==> config.mk <==
export PLATFORM = sky130hd
export DESIGN_NAME = gsm_septet_pack_unpack_unit
export DESIGN_NICKNAME = d
export VERILOG_FILES = /design/src/hdl/gspu_pkg.sv /design/src/hdl/gspu_step.sv /design/src/hdl/gspu_outq.sv /design/src/hdl/gsm_septet_pack_unpack_unit.sv
export VERILOG_INCLUDE_DIRS = /design/src /design/src/hdl
export SDC_FILE = /design/constraint.sdc
export NUM_CORES = 1
export LEC_CHECK = 0
export BUFFER_PORTS_ARGS = -buffer_cell sky130_fd_sc_hd__buf_4
export CAP_MARGIN = 20
export CORE_ASPECT_RATIO = 0.5
export CORE_MARGIN = 5
export CORE_UTILIZATION = 55
export DETAILED_ROUTE_END_ITERATION = 10
export PLACE_DENSITY = 0.73
export SETUP_SLACK_MARGIN = 0.4
export SLEW_MARGIN = 10
export SYNTH_ARGS = -nofsm -noshare
export SYNTH_HDL_FRONTEND = slang
export SYNTH_SLANG_ARGS = --single-unit
==> constraint.sdc <==
create_clock -name clk -period 4.2 [get_ports clk]
set_clock_uncertainty 0.2 [all_clocks]
set_input_delay 1.05 -clock clk [delete_from_list [all_inputs] [get_ports clk]]
set_output_delay 1.05 -clock clk [all_outputs]
set_load 0.05 [all_outputs]
==> src/hdl/gsm_septet_pack_unpack_unit_defines.svh <==
// ----------------------------------------------------------------------------
// GSM septet codec assertion macros
// Shared concurrent assertion forms, clocked on clk and disabled in rst.
// ----------------------------------------------------------------------------
`ifndef GSM_SEPTET_PACK_UNPACK_UNIT_DEFINES_SVH
`define GSM_SEPTET_PACK_UNPACK_UNIT_DEFINES_SVH

// same-cycle implication
`define GSPU_ASSERT_NOW(label, ante, cons) \
  label: assert property (@(posedge clk) disable iff (rst) (ante) |-> (cons)) \
    else $error("gspu assertion failed");

// next-cycle implication
`define GSPU_ASSERT_NEXT(label, ante, cons) \
  label: assert property (@(posedge clk) disable iff (rst) (ante) |=> (cons)) \
    else $error("gspu assertion failed");

`endif

==> src/hdl/gspu_pkg.sv <==
// ----------------------------------------------------------------------------
// gspu_pkg
// Types and constants shared by the GSM septet codec.
// ----------------------------------------------------------------------------
package gspu_pkg;

  localparam int OUTQ_DEPTH = 4;

  localparam logic [3:0] SEPTET_BITS = 4'd7;
  localparam logic [3:0] OCTET_BITS  = 4'd8;
  localparam logic [3:0] GROUP_BITS  = 4'd14;
  localparam logic [6:0] SEPTET_MASK = 7'h7F;

  localparam logic DIR_PACK   = 1'b0;
  localparam logic DIR_UNPACK = 1'b1;

  typedef struct packed {
    logic [7:0] in_value;
    logic [7:0] char_count;
  } in_word_t;

  typedef struct packed {
    logic [7:0] out_value;
    logic       out_last;
  } out_word_t;

  typedef struct packed {
    logic [1:0] count;
    out_word_t  first;
    out_word_t  second;
  } push_t;

endpackage

==> src/hdl/gspu_step.sv <==
// ----------------------------------------------------------------------------
// gspu_step
// Message state and the combinational pack/unpack step for one input word.
// ----------------------------------------------------------------------------
module gspu_step (
  input  logic              clk,
  input  logic              rst,
  input  logic              cfg_we,
  input  logic              cfg_data,
  input  logic              fire,
  input  gspu_pkg::in_word_t itm,
  output gspu_pkg::push_t   push
);
  import gspu_pkg::*;
  `include "gsm_septet_pack_unpack_unit_defines.svh"

  logic        dir;
  logic [6:0]  bit_store;
  logic [2:0]  held;
  logic [7:0]  chars_done;
  logic [7:0]  length_held;
  logic        in_message;

  logic [6:0]  bit_store_next;
  logic [2:0]  held_next;
  logic [7:0]  chars_done_next;
  logic [7:0]  length_held_next;
  logic        in_message_next;

  logic [7:0]  base_chars;
  logic [7:0]  len;
  logic [7:0]  cd1;
  logic [7:0]  cd2;
  logic [7:0]  v;
  logic [14:0] sum;
  logic [3:0]  hsum;
  logic [3:0]  hrem;
  logic        done1;
  logic        last1;
  logic        clr;

  always_comb begin
    base_chars = in_message ? chars_done : 8'd0;
    len        = in_message ? length_held : itm.char_count;
    cd1        = base_chars + 8'd1;
    cd2        = base_chars + 8'd2;
    done1      = (cd1 == len);
    v          = (dir == DIR_UNPACK) ? itm.in_value : {1'b0, itm.in_value[6:0] & SEPTET_MASK};
    sum        = {8'd0, bit_store} | ({7'd0, v} << held);
    hsum       = {1'b0, held} + ((dir == DIR_UNPACK) ? OCTET_BITS : SEPTET_BITS);
    hrem       = '0;
    last1      = 1'b0;
    clr        = 1'b0;

    push             = '0;
    bit_store_next   = bit_store;
    held_next        = held;
    chars_done_next  = chars_done;
    length_held_next = length_held;
    in_message_next  = in_message;

    if (fire) begin
      chars_done_next  = cd1;
      length_held_next = len;
      in_message_next  = 1'b1;
      if (dir == DIR_PACK) begin
        if (hsum >= OCTET_BITS) begin
          hrem       = hsum - OCTET_BITS;
          push.count = 2'd1;
          push.first = '{out_value: sum[7:0], out_last: 1'b0};
          if (done1) begin
            clr = 1'b1;
            if (hrem != 4'd0) begin
              push.count  = 2'd2;
              push.second = '{out_value: {1'b0, sum[14:8]}, out_last: 1'b1};
            end else begin
              push.first.out_last = 1'b1;
            end
          end else begin
            bit_store_next = sum[14:8];
            held_next      = hrem[2:0];
          end
        end else begin
          if (done1) begin
            clr        = 1'b1;
            push.count = 2'd1;
            push.first = '{out_value: {1'b0, sum[6:0]}, out_last: 1'b1};
          end else begin
            bit_store_next = sum[6:0];
            held_next      = SEPTET_BITS[2:0];
          end
        end
      end else begin
        hrem       = hsum - SEPTET_BITS;
        push.count = 2'd1;
        push.first = '{out_value: {1'b0, sum[6:0]}, out_last: done1};
        if (done1) begin
          clr = 1'b1;
        end else if (hsum >= GROUP_BITS) begin
          // group-final octet: second septet; reaching the length or a zero ends the message
          last1       = (cd2 == len) || (sum[13:7] == 7'd0);
          push.count  = 2'd2;
          push.second = '{out_value: {1'b0, sum[13:7]}, out_last: last1};
          clr         = last1;
          bit_store_next  = 7'd0;
          held_next       = 3'd0;
          chars_done_next = cd2;
        end else begin
          bit_store_next = sum[13:7];
          held_next      = hrem[2:0];
        end
      end
      if (clr) begin
        bit_store_next   = '0;
        held_next        = '0;
        chars_done_next  = '0;
        length_held_next = '0;
        in_message_next  = 1'b0;
      end
    end
  end

  always_ff @(posedge clk) begin
    if (rst) begin
      dir         <= DIR_PACK;
      bit_store   <= '0;
      held        <= '0;
      chars_done  <= '0;
      length_held <= '0;
      in_message  <= 1'b0;
    end else if (cfg_we) begin
      dir         <= cfg_data;
      bit_store   <= '0;
      held        <= '0;
      chars_done  <= '0;
      length_held <= '0;
      in_message  <= 1'b0;
    end else begin
      bit_store   <= bit_store_next;
      held        <= held_next;
      chars_done  <= chars_done_next;
      length_held <= length_held_next;
      in_message  <= in_message_next;
    end
  end

  `GSPU_ASSERT_NOW(a_unpack_always_emits, fire && dir == DIR_UNPACK, push.count != 2'd0)
  `GSPU_ASSERT_NEXT(a_pack_pair_ends_msg,
    fire && !cfg_we && dir == DIR_PACK && push.count == 2'd2, !in_message)
  `GSPU_ASSERT_NOW(a_idle_state_clear, !in_message, chars_done == 8'd0 && held == 3'd0)

endmodule

==> src/hdl/gspu_outq.sv <==
// ----------------------------------------------------------------------------
// gspu_outq
// Small result queue: takes up to two words a cycle, hands out one unless stalled.
// ----------------------------------------------------------------------------
module gspu_outq #(
  parameter int DEPTH = gspu_pkg::OUTQ_DEPTH
) (
  input  logic               clk,
  input  logic               rst,
  input  gspu_pkg::push_t    push,
  output logic               room,
  output logic               out_valid,
  input  logic               out_stall,
  output gspu_pkg::out_word_t out_word
);
  import gspu_pkg::*;
  `include "gsm_septet_pack_unpack_unit_defines.svh"

  localparam int PTR_W = (DEPTH > 1) ? $clog2(DEPTH) : 1;
  localparam int CNT_W = $clog2(DEPTH + 1);

  out_word_t          mem [DEPTH];
  logic [PTR_W-1:0]   rd_ptr;
  logic [PTR_W-1:0]   wr_ptr;
  logic [CNT_W-1:0]   count;

  logic [PTR_W-1:0]   rd_ptr_next;
  logic [PTR_W-1:0]   wr1;
  logic [PTR_W-1:0]   wr2;
  logic [PTR_W-1:0]   wr_ptr_next;
  logic [CNT_W-1:0]   count_next;
  logic               pop;

  always_comb begin
    pop         = out_valid && !out_stall;
    wr1         = (wr_ptr == PTR_W'(DEPTH - 1)) ? '0 : wr_ptr + PTR_W'(1);
    wr2         = (wr1 == PTR_W'(DEPTH - 1)) ? '0 : wr1 + PTR_W'(1);
    rd_ptr_next = (rd_ptr == PTR_W'(DEPTH - 1)) ? '0 : rd_ptr + PTR_W'(1);
    case (push.count)
      2'd1:    wr_ptr_next = wr1;
      2'd2:    wr_ptr_next = wr2;
      default: wr_ptr_next = wr_ptr;
    endcase
    count_next = count + CNT_W'(push.count) - CNT_W'(pop);
  end

  assign room      = (count <= CNT_W'(DEPTH - 2));
  assign out_valid = (count != '0);
  assign out_word  = mem[rd_ptr];

  always_ff @(posedge clk) begin
    if (rst) begin
      rd_ptr <= '0;
      wr_ptr <= '0;
      count  <= '0;
    end else begin
      if (pop) begin
        rd_ptr <= rd_ptr_next;
      end
      wr_ptr <= wr_ptr_next;
      count  <= count_next;
    end
  end

  always_ff @(posedge clk) begin
    if (push.count != 2'd0) begin
      mem[wr_ptr] <= push.first;
    end
    if (push.count == 2'd2) begin
      mem[wr1] <= push.second;
    end
  end

  `GSPU_ASSERT_NOW(a_push_fits, push.count != 2'd0, room)
  `GSPU_ASSERT_NOW(a_count_bound, 1'b1, count <= CNT_W'(DEPTH))
  `GSPU_ASSERT_NEXT(a_count_track, 1'b1,
    count == $past(count) + CNT_W'($past(push.count)) - CNT_W'($past(pop)))

endmodule

==> src/hdl/gsm_septet_pack_unpack_unit.sv <==
// ----------------------------------------------------------------------------
// gsm_septet_pack_unpack_unit
// GSM 7-bit septet packer/unpacker, streaming, one word per cycle when not stalled.
//
//   channel | dir | handshake          | word
//   --------+-----+--------------------+---------------------------
//   in      | in  | in_valid/in_stall  | in_value, char_count
//   out     | out | out_valid/out_stall| out_value, out_last
//   cfg     | in  | cfg_we             | cfg_data (direction)
//
// Input word is registered, stepped combinationally, results go to a queue.
// A word waits in its register for queue room; its results are then queued and offered.
// One input word per cycle while the output drains; two-result words
// bound the sustained rate by the one-word-per-cycle output port.
// in_stall is high while a word waits and the queue lacks room for two more.
// rst is synchronous; it clears direction, message state and the queue.
// ----------------------------------------------------------------------------
module gsm_septet_pack_unpack_unit #(
  parameter int OUTQ_DEPTH = gspu_pkg::OUTQ_DEPTH
) (
  input  logic                clk,
  input  logic                rst,
  input  logic                cfg_we,
  input  logic                cfg_data,
  input  logic                in_valid,
  output logic                in_stall,
  input  gspu_pkg::in_word_t  in_word,
  output logic                out_valid,
  input  logic                out_stall,
  output gspu_pkg::out_word_t out_word
);
  import gspu_pkg::*;

  in_word_t itm;
  logic     itm_valid;
  logic     itm_valid_next;
  logic     room;
  logic     fire;
  logic     accept;
  push_t    push;

  assign fire           = itm_valid && room;
  assign in_stall       = itm_valid && !room;
  assign accept         = in_valid && !in_stall;
  assign itm_valid_next = accept || (itm_valid && !fire);

  always_ff @(posedge clk) begin
    if (rst) begin
      itm_valid <= 1'b0;
    end else begin
      itm_valid <= itm_valid_next;
    end
  end

  always_ff @(posedge clk) begin
    if (accept) begin
      itm <= in_word;
    end
  end

  gspu_step u_step (
    .clk      (clk),
    .rst      (rst),
    .cfg_we   (cfg_we),
    .cfg_data (cfg_data),
    .fire     (fire),
    .itm      (itm),
    .push     (push)
  );

  gspu_outq #(
    .DEPTH (OUTQ_DEPTH)
  ) u_outq (
    .clk       (clk),
    .rst       (rst),
    .push      (push),
    .room      (room),
    .out_valid (out_valid),
    .out_stall (out_stall),
    .out_word  (out_word)
  );

endmodule
==> results of run 1 <==
## sequential cells by signal, indices dropped and copies added, names as in the netlist, named ones only
register	count
itm	16
itm_valid	1
u_outq.count	3
u_outq.mem	36
u_outq.rd_ptr	2
u_outq.wr_ptr	2
u_step.bit_store	7
u_step.chars_done	8
u_step.dir	1
u_step.held	3
u_step.in_message	1
u_step.length_held	8
## cell families (layout without fill, tap and decap cells)
| family | Yosys count | after routing | share of synthesized area, % |
|---|---|---|---|
| adder cells (fa/ha/maj) | 24 | 24 | 5.88 |
| flip-flops | 90 | 90 | 42.5 |
| AND/OR/NAND/NOR | 148 | 149 | 13.8 |
| XOR/XNOR | 21 | 21 | 3.43 |
| AO/OA/AOI/OAI | 168 | 168 | 21.7 |
| multiplexers | 31 | 31 | 8.23 |
| buffers and inverters | 52 | 85 | 4.45 |
## per-layer routing
layer | vias to the layer above | global-route usage, %
met5 | - | 0
met4 | 0 | 5.84
met3 | 22 | 5.67
met2 | 179 | 37.7
met1 | 2057 | 29.2
li1 | 2076 | -
## worst max-delay path, delay by kind of cell (launching register included)
family,cells,cell delay (ps)
adders and majority gates,6,1660
AOI/OAI and AO/OA,3,650
DFF,1,330
xor gates and xnor gates,2,310
buffers and inverters,5,290
and+or+nand+nor,2,170
## path summary, 6_finish.rpt
kind,to,start,cells past startpoint,slack [ps]
min,u_step.bit_store[0]$_SDFFE_PP0P_,u_step.bit_store[0]$_SDFFE_PP0P_,2,270
max reg2reg,u_outq.count[2]$_SDFF_PP0_,u_step.dir$_SDFFE_PP0P_,18,490
max,u_outq.count[2]$_SDFF_PP0_,u_step.dir$_SDFFE_PP0P_,18,490
min reg2reg,u_step.bit_store[0]$_SDFFE_PP0P_,u_step.bit_store[0]$_SDFFE_PP0P_,2,270
## synthesized netlist by cell type, drive strengths merged (9+ instances only)
| library cell | number |
|---|---|
| nand3 | 9 |
| inv | 20 |
| nand2 | 53 |
| a21o | 10 |
| a22oi | 10 |
| o22ai | 18 |
| edfxtp | 48 |
| nor2b | 9 |
| mux4 | 10 |
| nor2 | 36 |
| o21ai | 34 |
| a21oi | 30 |
| o32ai | 21 |
| nand3b | 9 |
| dfxtp | 42 |
| mux2i | 16 |
| xnor2 | 16 |
| clkbuf | 16 |
| ha | 22 |
| buf | 15 |
## final cells by class
| type | count | share of cell area (%) |
|---|---|---|
| timing repair buffer | 48 | 6.08 |
| tap | 135 | 2.73 |
| clock inverter | 7 | 1.13 |
| clock buffer | 9 | 3.63 |
| multi-input combinational | 393 | 48.2 |
| sequential | 90 | 37.0 |
| inverter | 21 | 1.27 |
## repair_timing
action                     4_1_cts  5_1_grt
buffers inserted                 1        2
setup endpoints to repair       35       67
resized for setup               11        5
cloned                           0        1
pin swaps                        1        2
## through the flow
step | util, % | cell area, µm² | total power [mW] | worst slack (ps) | hold WS (ps)
global placement | 61.5 | 5830 | 1.85 | 315 | 242
floorplan | - | 5490 | 1.67 | 396 | 235
detailed placement | 61.5 | 5830 | 1.86 | 176 | 248
global route | 65.4 | 6200 | 2.79 | 329 | 287
finish | 65.4 | 6200 | 2.65 | 492 | 271
CTS | 65.0 | 6160 | 2.66 | 414 | 273
## cell usage in the layout (no fill, tap or decap), drive strengths merged, types with 10 or more instances in the layout
master,synthesis,layout
a21o,10,10
a21oi,30,30
a22oi,10,10
buf,15,48
dfxtp,42,42
edfxtp,48,48
ha,22,22
inv,20,20
mux2i,16,16
mux4,10,10
nand2,53,53
nor2,36,36
o21ai,34,34
o22ai,18,18
o32ai,21,21
xnor2,16,16
## power breakdown
group | switching, mW | internal (mW) | total, mW
registers | 0.0688 | 1.00 | 1.07
logic | 0.464 | 0.321 | 0.785
clock network | 0.338 | 0.458 | 0.797
==> flow_summary.toml, run 1 <==
[run_status]
status = "complete, no violations"

[setup_path]
critPathMaxFanout = 6
critPathLaunchType = "flop"
slowest_delay_ps = 590
crit_top_cell = "inv_1"
end_kind = "flop"
crit_required_ps = 4240
path_class = "reg -> reg"
path_cells = "inv_2 -> ha_4 -> inv_1 -> fa_1 -> inv_2 -> ha_1 -> o2111a_2 -> a21boi_4 -> a21oi_4 -> nand2_2 -> ha_4 -> inv_1 -> ha_1 -> inv_1 -> fa_2 -> xnor2_2 -> xnor2_1 -> nor2_1"
cp_slowest_cell = "fa_1"
arrival_ps = 3750

[floorplanning]
start_util_pct = 56.6
fp.coreArea_um2 = 9480
fp-row-count = 25
die_h_um = 79.8
dieArea_um2 = 12000
ioPinCount = 33
die_x_um = 150

[yosys]
netlist_area_um2 = 5370
seq_area_frac_synth_pct = 42.5
synthArstFlopShare_pct = 0
syn_nets = 580
ys_types = 69
synth_edf_count = 48
synthTopCellsByArea = "edfxtp_1 (27%), dfxtp_1 (16%), ha_1 (5.1%)"
postSynthAreaPerCell_um2 = 10.0
synthCells = 534
netlist.area_leader.share_pct = 26.9
yosysWarningCount = 0
ys_ff_latch = 90
synthFlopType = "edfxtp_1"
synth_top_area_cell = "edfxtp_1"

[run]
drv_cap = 0

[clock_network]
cts.sinks = 90
cts_tree = "built"
cts_hold_buf = 0
clockBufferDepth = 2
h-tree-depth = 3
clk_latency_ps = 350
cts-root-buf = "clkbuf_16"
cts_buffers = 9
cts.clk_slew.worst_paths_ps = 60

[final_layout]
multi_input_area_um2 = 2980
fillers = 770
layout.nets = 609
register_area_um2 = 2290
areaGrowthSynthToFinish_pct = 15.5
drive_gt1_share_pct = 22.2
fin_cells = 703
antennaDiodeCount = 0

[sta]
worst_pin_slew_ps = 794
setup_violations = 0
max_freq_mhz = 270
fin_tns_setup_ps = 0
finalHoldViolCount = 0
rsz0062_at_grt = "true"
fin_crit_ps = 3710
finalCritPeriodShare_pct = 88.3
maxSlewViolCount = 0
relSlewSlack_pct = 47.0

[route]
wl_met1_um = 5510
top_layer = "met4"
drt-vias-per-instance = 6.17
drt_wl_total_um = 12800
drc = 0
antenna_left = 0
drt_iter0_drc = 278
wl_per_cell_um = 18.2
dr_total_vias = 4334
dr_wl_met2_um = 6090
route.met3.wl_um = 1040
drt-pass1-iter-count = 4

[grt]
grt_pass1_vias = 4241
grt_pass1_wl_um = 21100
gr-total-overflow = 0
antenna_found_initial = 0
grt_usage_pct = 22.4
grt_max_degree = 33

[hold_path]
hold_class = "reg -> reg"

[placement]
io_buffer_count = 32
placedCellCount = 683
place.gp.congestion = 0.914
dpl.hpwl_um = 9090

[pwr]
powerDensity_nw_per_um2 = 428
vdd_drop_max_mv = 0.208
cellLeakagePower_nw = 2.10
Note: power is estimated with default switching activity, not from simulation.
==> inputs of run 2 (changes only) <==
Settings changed: CORE_UTILIZATION 55 to 56, PLACE_DENSITY 0.73 to 0.74, SETUP_SLACK_MARGIN 0.4 to not set, SYNTH_HIERARCHICAL set to 1.
==> flow_summary.toml, run 2 <==
[pwr]
p_total_mw = 2.71
vdd_drop_max_mv = 0.265
powerDensity_nw_per_um2 = 426
cellLeakagePower_nw = 2.39

[setup_path]
timing.rr.end = "u_outq/count[2]$_SDFF_PP0_"
crit_required_ps = 4260
critPathMaxFanout = 3
r2r_start = "u_step/dir$_SDFFE_PP0P_"
arrival_ps = 4020
end_kind = "flop"
critPathLaunchType = "flop"
path_class = "reg -> reg"
reg2reg_setup_slack_ps = 240
reg2reg_depth = 18
crit_start = "u_step/dir$_SDFFE_PP0P_"
cp-endpoint = "u_outq/count[2]$_SDFF_PP0_"

[clock_network]
cts.sinks = 90
cts_buffers = 9
cts.clk_slew.worst_paths_ps = 60
cts-root-buf = "clkbuf_16"
cts_tree = "built"
h-tree-depth = 3
clk_latency_ps = 340
clockBufferDepth = 2

[yosys]
netlist_area_um2 = 5520
yosysWarningCount = 6
seq_area_frac_synth_pct = 42.1
synth_most_common_cell = "nor2_1"
synthTopCellsByArea = "edfxtp_1 (28%), dfxtp_1 (14%), mux2_2 (8.4%)"
synthArstFlopShare_pct = 0
synth_top_area_cell = "edfxtp_1"
ys_types = 73
synth_commonest_cells = "nor2_1 (58), edfxtp_1 (52), mux2_2 (41)"
synthFlopType = "edfxtp_1"
postSynthAreaPerCell_um2 = 10.3
ys_ff_latch = 90
netlist.area_leader.share_pct = 28.3
synth_edf_count = 52
synthCells = 535
syn_nets = 580

[final_layout]
top_regs = "u_outq/mem x36, itm x16"
layout.nets = 627
areaGrowthSynthToFinish_pct = 15.5
antennaDiodeCount = 0
final_cell_area_um2 = 6370
final_common_cell = "buf_4"
layout_common_cells = "buf_4 (64), nor2_1 (58), edfxtp_1 (52)"
largest_register_ffs = 36
drive_gt1_share_pct = 26.9
largest-register = "u_outq/mem"

[route]
wl_per_cell_um = 17.9
drt-vias-per-instance = 5.99
drt-pass1-iter-count = 7
drc = 0
drt_iter0_drc = 329
antenna_left = 0
drt_wl_total_um = 13000
dr_total_vias = 4328

[grt]
grt_pass1_vias = 4038
gr-total-overflow = 0
grt_max_degree = 29
grt_pass1_wl_um = 20900
grt_usage_pct = 22.3
antenna_found_initial = 0

[run]
drv_cap = 0

[hold_path]
hold_class = "reg -> reg"
hold_depth = 2

[floorplanning]
dieArea_um2 = 12100
die_x_um = 150
start_util_pct = 57.8
die_h_um = 80.2
fp-row-count = 25
ioPinCount = 33
fp.coreArea_um2 = 9540

[placement]
dpl.hpwl_um = 9220
place_area_um2 = 6010
place.gp.congestion = 0.955
io_buffer_count = 32

[sta]
max_freq_mhz = 252
rsz0062_at_grt = "true"
relSlewSlack_pct = 47.5
setup_violations = 0
maxSlewViolCount = 0
fin_crit_ps = 3960
worst_pin_slew_ps = 785
finalHoldViolCount = 0
finalCritPeriodShare_pct = 94.3
fin_tns_setup_ps = 0

[run_status]
status = "complete, no violations"
==> run 2: cell count changes after synthesis, sizes merged, moves of 9 or more <==
cell	previous run	this run
inv	20	30
nand2	53	36
o22ai	18	1
o32ai	21	3
nor3	6	15
mux2	5	41
nor2	36	59
==> run 2: where the power goes <==
group	switching, mW	total, mW	internal, mW
Clock	0.343	0.868	0.525
Sequential	0.0612	1.06	0.999
Combinational	0.484	0.787	0.303
==> run 2: worst min-delay path by stage <==
stage | start | to
after floorplan | u_step/bit_store[0]$_SDFFE_PP0P_ | u_step/bit_store[0]$_SDFFE_PP0P_
after global placement | u_step/bit_store[3]$_SDFFE_PP0P_ | u_step/bit_store[3]$_SDFFE_PP0P_
after detailed placement | u_step/bit_store[3]$_SDFFE_PP0P_ | u_step/bit_store[3]$_SDFFE_PP0P_
after CTS | u_step/bit_store[3]$_SDFFE_PP0P_ | u_step/bit_store[3]$_SDFFE_PP0P_
after global routing | u_step/bit_store[1]$_SDFFE_PP0P_ | u_step/bit_store[1]$_SDFFE_PP0P_
final | u_step/bit_store[3]$_SDFFE_PP0P_ | u_step/bit_store[3]$_SDFFE_PP0P_
==> run 2: layout make-up <==
type	instances	area [µm²]
inverters	30	113
clock buffers	10	229
clock inverters	6	90.1
multi-input cells	387	2970
flip-flops and latches	90	2320
fillers	760	3170
well taps	135	169
repair buffers	64	480
==> run 2: metrics by stage <==
stage	utilization (%)	hold WS, ps	std cells	setup WS [ps]
2_1_floorplan	-	245	535	12.9
3_3_place_gp	63.0	254	703	186
3_5_place_dp	63.0	258	703	14.5
4_1_cts	66.4	266	719	11.2
5_1_grt	66.8	289	722	-20.0
6_report	66.8	269	722	237
==> run 2: routing by layer <==
metal,global-route usage (%),part of all wire (%),vias to the layer above
met5,0,0,-
met4,5.20,1.8,0
met3,4.79,7.0,32
met2,37.9,48,182
met1,29.2,44,2046
li1,-,-,2068
==> run 2: logic make-up (layout without fill, tap and decap cells) <==
kind of cell,count (synthesis),after routing,share of synthesized area [%]
buffers and inverters,58,110,4.67
other,1,1,0.0679
adders and majority gates,23,23,5.49
and+or+nand+nor,159,159,14.7
xor gates and xnor gates,26,26,4.13
DFF,90,90,42.1
AOI/OAI and AO/OA,116,116,14.2
muxes,62,62,14.7
==> run 2: worst max-delay path: stages, from the launching register on <==
cell,delay (ps)
dfxtp_1,390
inv_1,80
ha_1,210
inv_1,60
fa_1,450
inv_1,120
ha_1,150
o21ai_0,120
or3_1,380
nor2_1,220
o21ai_2,120
inv_1,90
inv_1,60
ha_1,280
inv_1,50
fa_1,430
xor2_1,190
and2_1,160
nor3_1,120
==> run 2: timing repair <==
item,4_1_cts,5_1_grt
gates resized for setup,0,5
buffers inserted,0,3
setup endpoints to repair,0,70
hold buffers,0,0
==> inputs of run 3 (changes only) <==
Settings changed: CORE_UTILIZATION 56 to 35, GPL_ROUTABILITY_DRIVEN set to 1, PLACE_DENSITY 0.74 to 0.5.
==> flow_summary.toml, run 3 (same netlist as run 2, synthesis figures left out) <==
[route]
drt-vias-per-instance = 5.19
drc = 0
drt-pass1-iter-count = 4
dr_total_vias = 4109
drt_wl_total_um = 13800
wl_per_cell_um = 17.4
drt_iter0_drc = 215
antenna_left = 0

[final_layout]
areaGrowthSynthToFinish_pct = 16.7
largest-register = "u_outq/mem"
fillers = 1475
top_regs = "u_outq/mem x36, itm x16"
antennaDiodeCount = 0
largest_register_ffs = 36
drive_gt1_share_pct = 26.7
final_common_cell = "buf_4"
layout_common_cells = "buf_4 (64), nor2_1 (58), edfxtp_1 (52)"
layout.nets = 627

[setup_path]
path_cells = "and2_1 -> ha_1 -> nand3_1 -> xor2_1 -> o31ai_1 -> o2111ai_4 -> nor2_4 -> mux2i_1 -> a21oi_1 -> inv_1 -> ha_2 -> nand2_2 -> o21ai_1 -> buf_4"
arrival_ps = 3760
crit_start = "u_step/in_message$_SDFFE_PP0P_"
critPathMaxFanout = 10
path_class = "reg -> reg"
cp_slowest_cell = "dfxtp_1"
reg2reg_depth = 14
critPathBufInv = 2
timing.rr.end = "u_outq/mem[3][7]$_DFFE_PP_"
critical-path-top-delay-family = "compound AO/OA/AOI/OAI gates"
crit_required_ps = 4050
end_kind = "flop"
slowest_delay_ps = 450
r2r_start = "u_step/in_message$_SDFFE_PP0P_"
critPathLaunchType = "flop"
reg2reg_setup_slack_ps = 280

[grt]
antenna_found_initial = 0
grt_pass1_vias = 4137
grt_usage_pct = 15.1
grt_util_met1_pct = 20.3
met2_usage_pct = 25.2
grt_pass1_wl_um = 22400
grt_max_degree = 29
met3_usage_pct = 3.33
grt-busiest-layer = "met2"
gr-total-overflow = 0

[floorplanning]
start_util_pct = 35.8
dieArea_um2 = 18500
die_h_um = 98.8
fp-row-count = 32
die_x_um = 188
fp.coreArea_um2 = 15400
ioPinCount = 33

[clock_network]
h-tree-depth = 3
cts_buffers = 9
clockBufferDepth = 2
cts.sinks = 90
cts-root-buf = "clkbuf_16"
clk_latency_ps = 340
cts.clk_slew.worst_paths_ps = 70
cts_tree = "built"
postCtsSetupRepairBufs = 0

[placement]
place.gp.congestion = 0.851
pre_cts_slack_ps = 144
dpl.hpwl_um = 9960
io_buffer_count = 32

[run_status]
status = "complete, no violations"

[hold_path]
hold_start = "u_step/bit_store[5]$_SDFFE_PP0P_"
hold_class = "reg -> reg"
min_to = "u_step/bit_store[5]$_SDFFE_PP0P_"
hold_depth = 2

[run]
drv_cap = 0

[sta]
maxSlewViolCount = 0
max_freq_mhz = 255
finalHoldViolCount = 0
fin_ws_ps = 282
relSlewSlack_pct = 45.7
fin_tns_setup_ps = 0
setup_violations = 0
worst_pin_slew_ps = 813
fin_crit_ps = 3920
finalCritPeriodShare_pct = 93.3

[pwr]
powerDensity_nw_per_um2 = 411
vdd_drop_max_mv = 0.168
cellLeakagePower_nw = 2.38
==> run 3: final cells by class <==
type / count / area, µm² / share of cell area (%)
clock buffer: 9 / 225 / 3.50
clock inverter: 7 / 68.8 / 1.07
inverter: 30 / 113 / 1.75
multi-input combinational: 387 / 2980 / 46.2
sequential: 90 / 2320 / 36.1
tap: 204 / 255 / 3.96
timing repair buffer: 64 / 480 / 7.46
==> run 3: metal layers <==
metal | wire length (µm) | share of wire [%] | up-vias
met2 | 6460 | 47 | 68
met3 | 512 | 3.7 | 12
met4 | 114 | 0.83 | 0
met1 | 6660 | 48 | 1969
li1 | - | - | 2060
met5 | 0 | 0 | -
==> run 3: through the flow <==
step           total power [mW]  cells  utilization, %  instance area [µm²]  hold WS, ps
2_1_floorplan              1.64    535               -                 5530          245
3_3_place_gp               1.86    775            39.7                 6120          255
3_5_place_dp               1.87    775            39.7                 6120          258
4_1_cts                    2.69    791            41.6                 6420          269
5_1_grt                    2.80    791            41.8                 6440          287
6_report                   2.65    791            41.8                 6440          269
==> run 3: worst min-delay path, delay by kind of cell, from the launching register on <==
family             cells  cell delay, ps
DFF                    1             310
AOI/OAI and AO/OA      1              60
and+or+nand+nor        1              60
==> run 3: worst max-delay path by stage <==
stage | to | slack [ps] | depth (start not counted)
finish | u_outq/mem[3][7]$_DFFE_PP_ | 280 | 14
global route | u_outq/mem[2][4]$_DFFE_PP_ | -9 | 14
CTS | u_outq/mem[1][4]$_DFFE_PP_ | 110 | 12
detailed placement | u_outq/mem[1][1]$_DFFE_PP_ | 140 | 12
global placement | u_outq/mem[1][1]$_DFFE_PP_ | 270 | 12
floorplan | u_outq/count[2]$_SDFF_PP0_ | 10 | 20
==> run 3: timing repair <==
action                                 in CTS  in global routing
gates resized for setup                     0                  4
setup endpoints to repair                   0                 70
hold buffers                                0                  0
endpoints found under the hold margin       0                  0
==> run 3: where the power goes <==
part	total, mW	switching (mW)	internal [mW]
Combinational	0.780	0.477	0.303
Clock	0.808	0.388	0.420
Sequential	1.06	0.0628	0.998
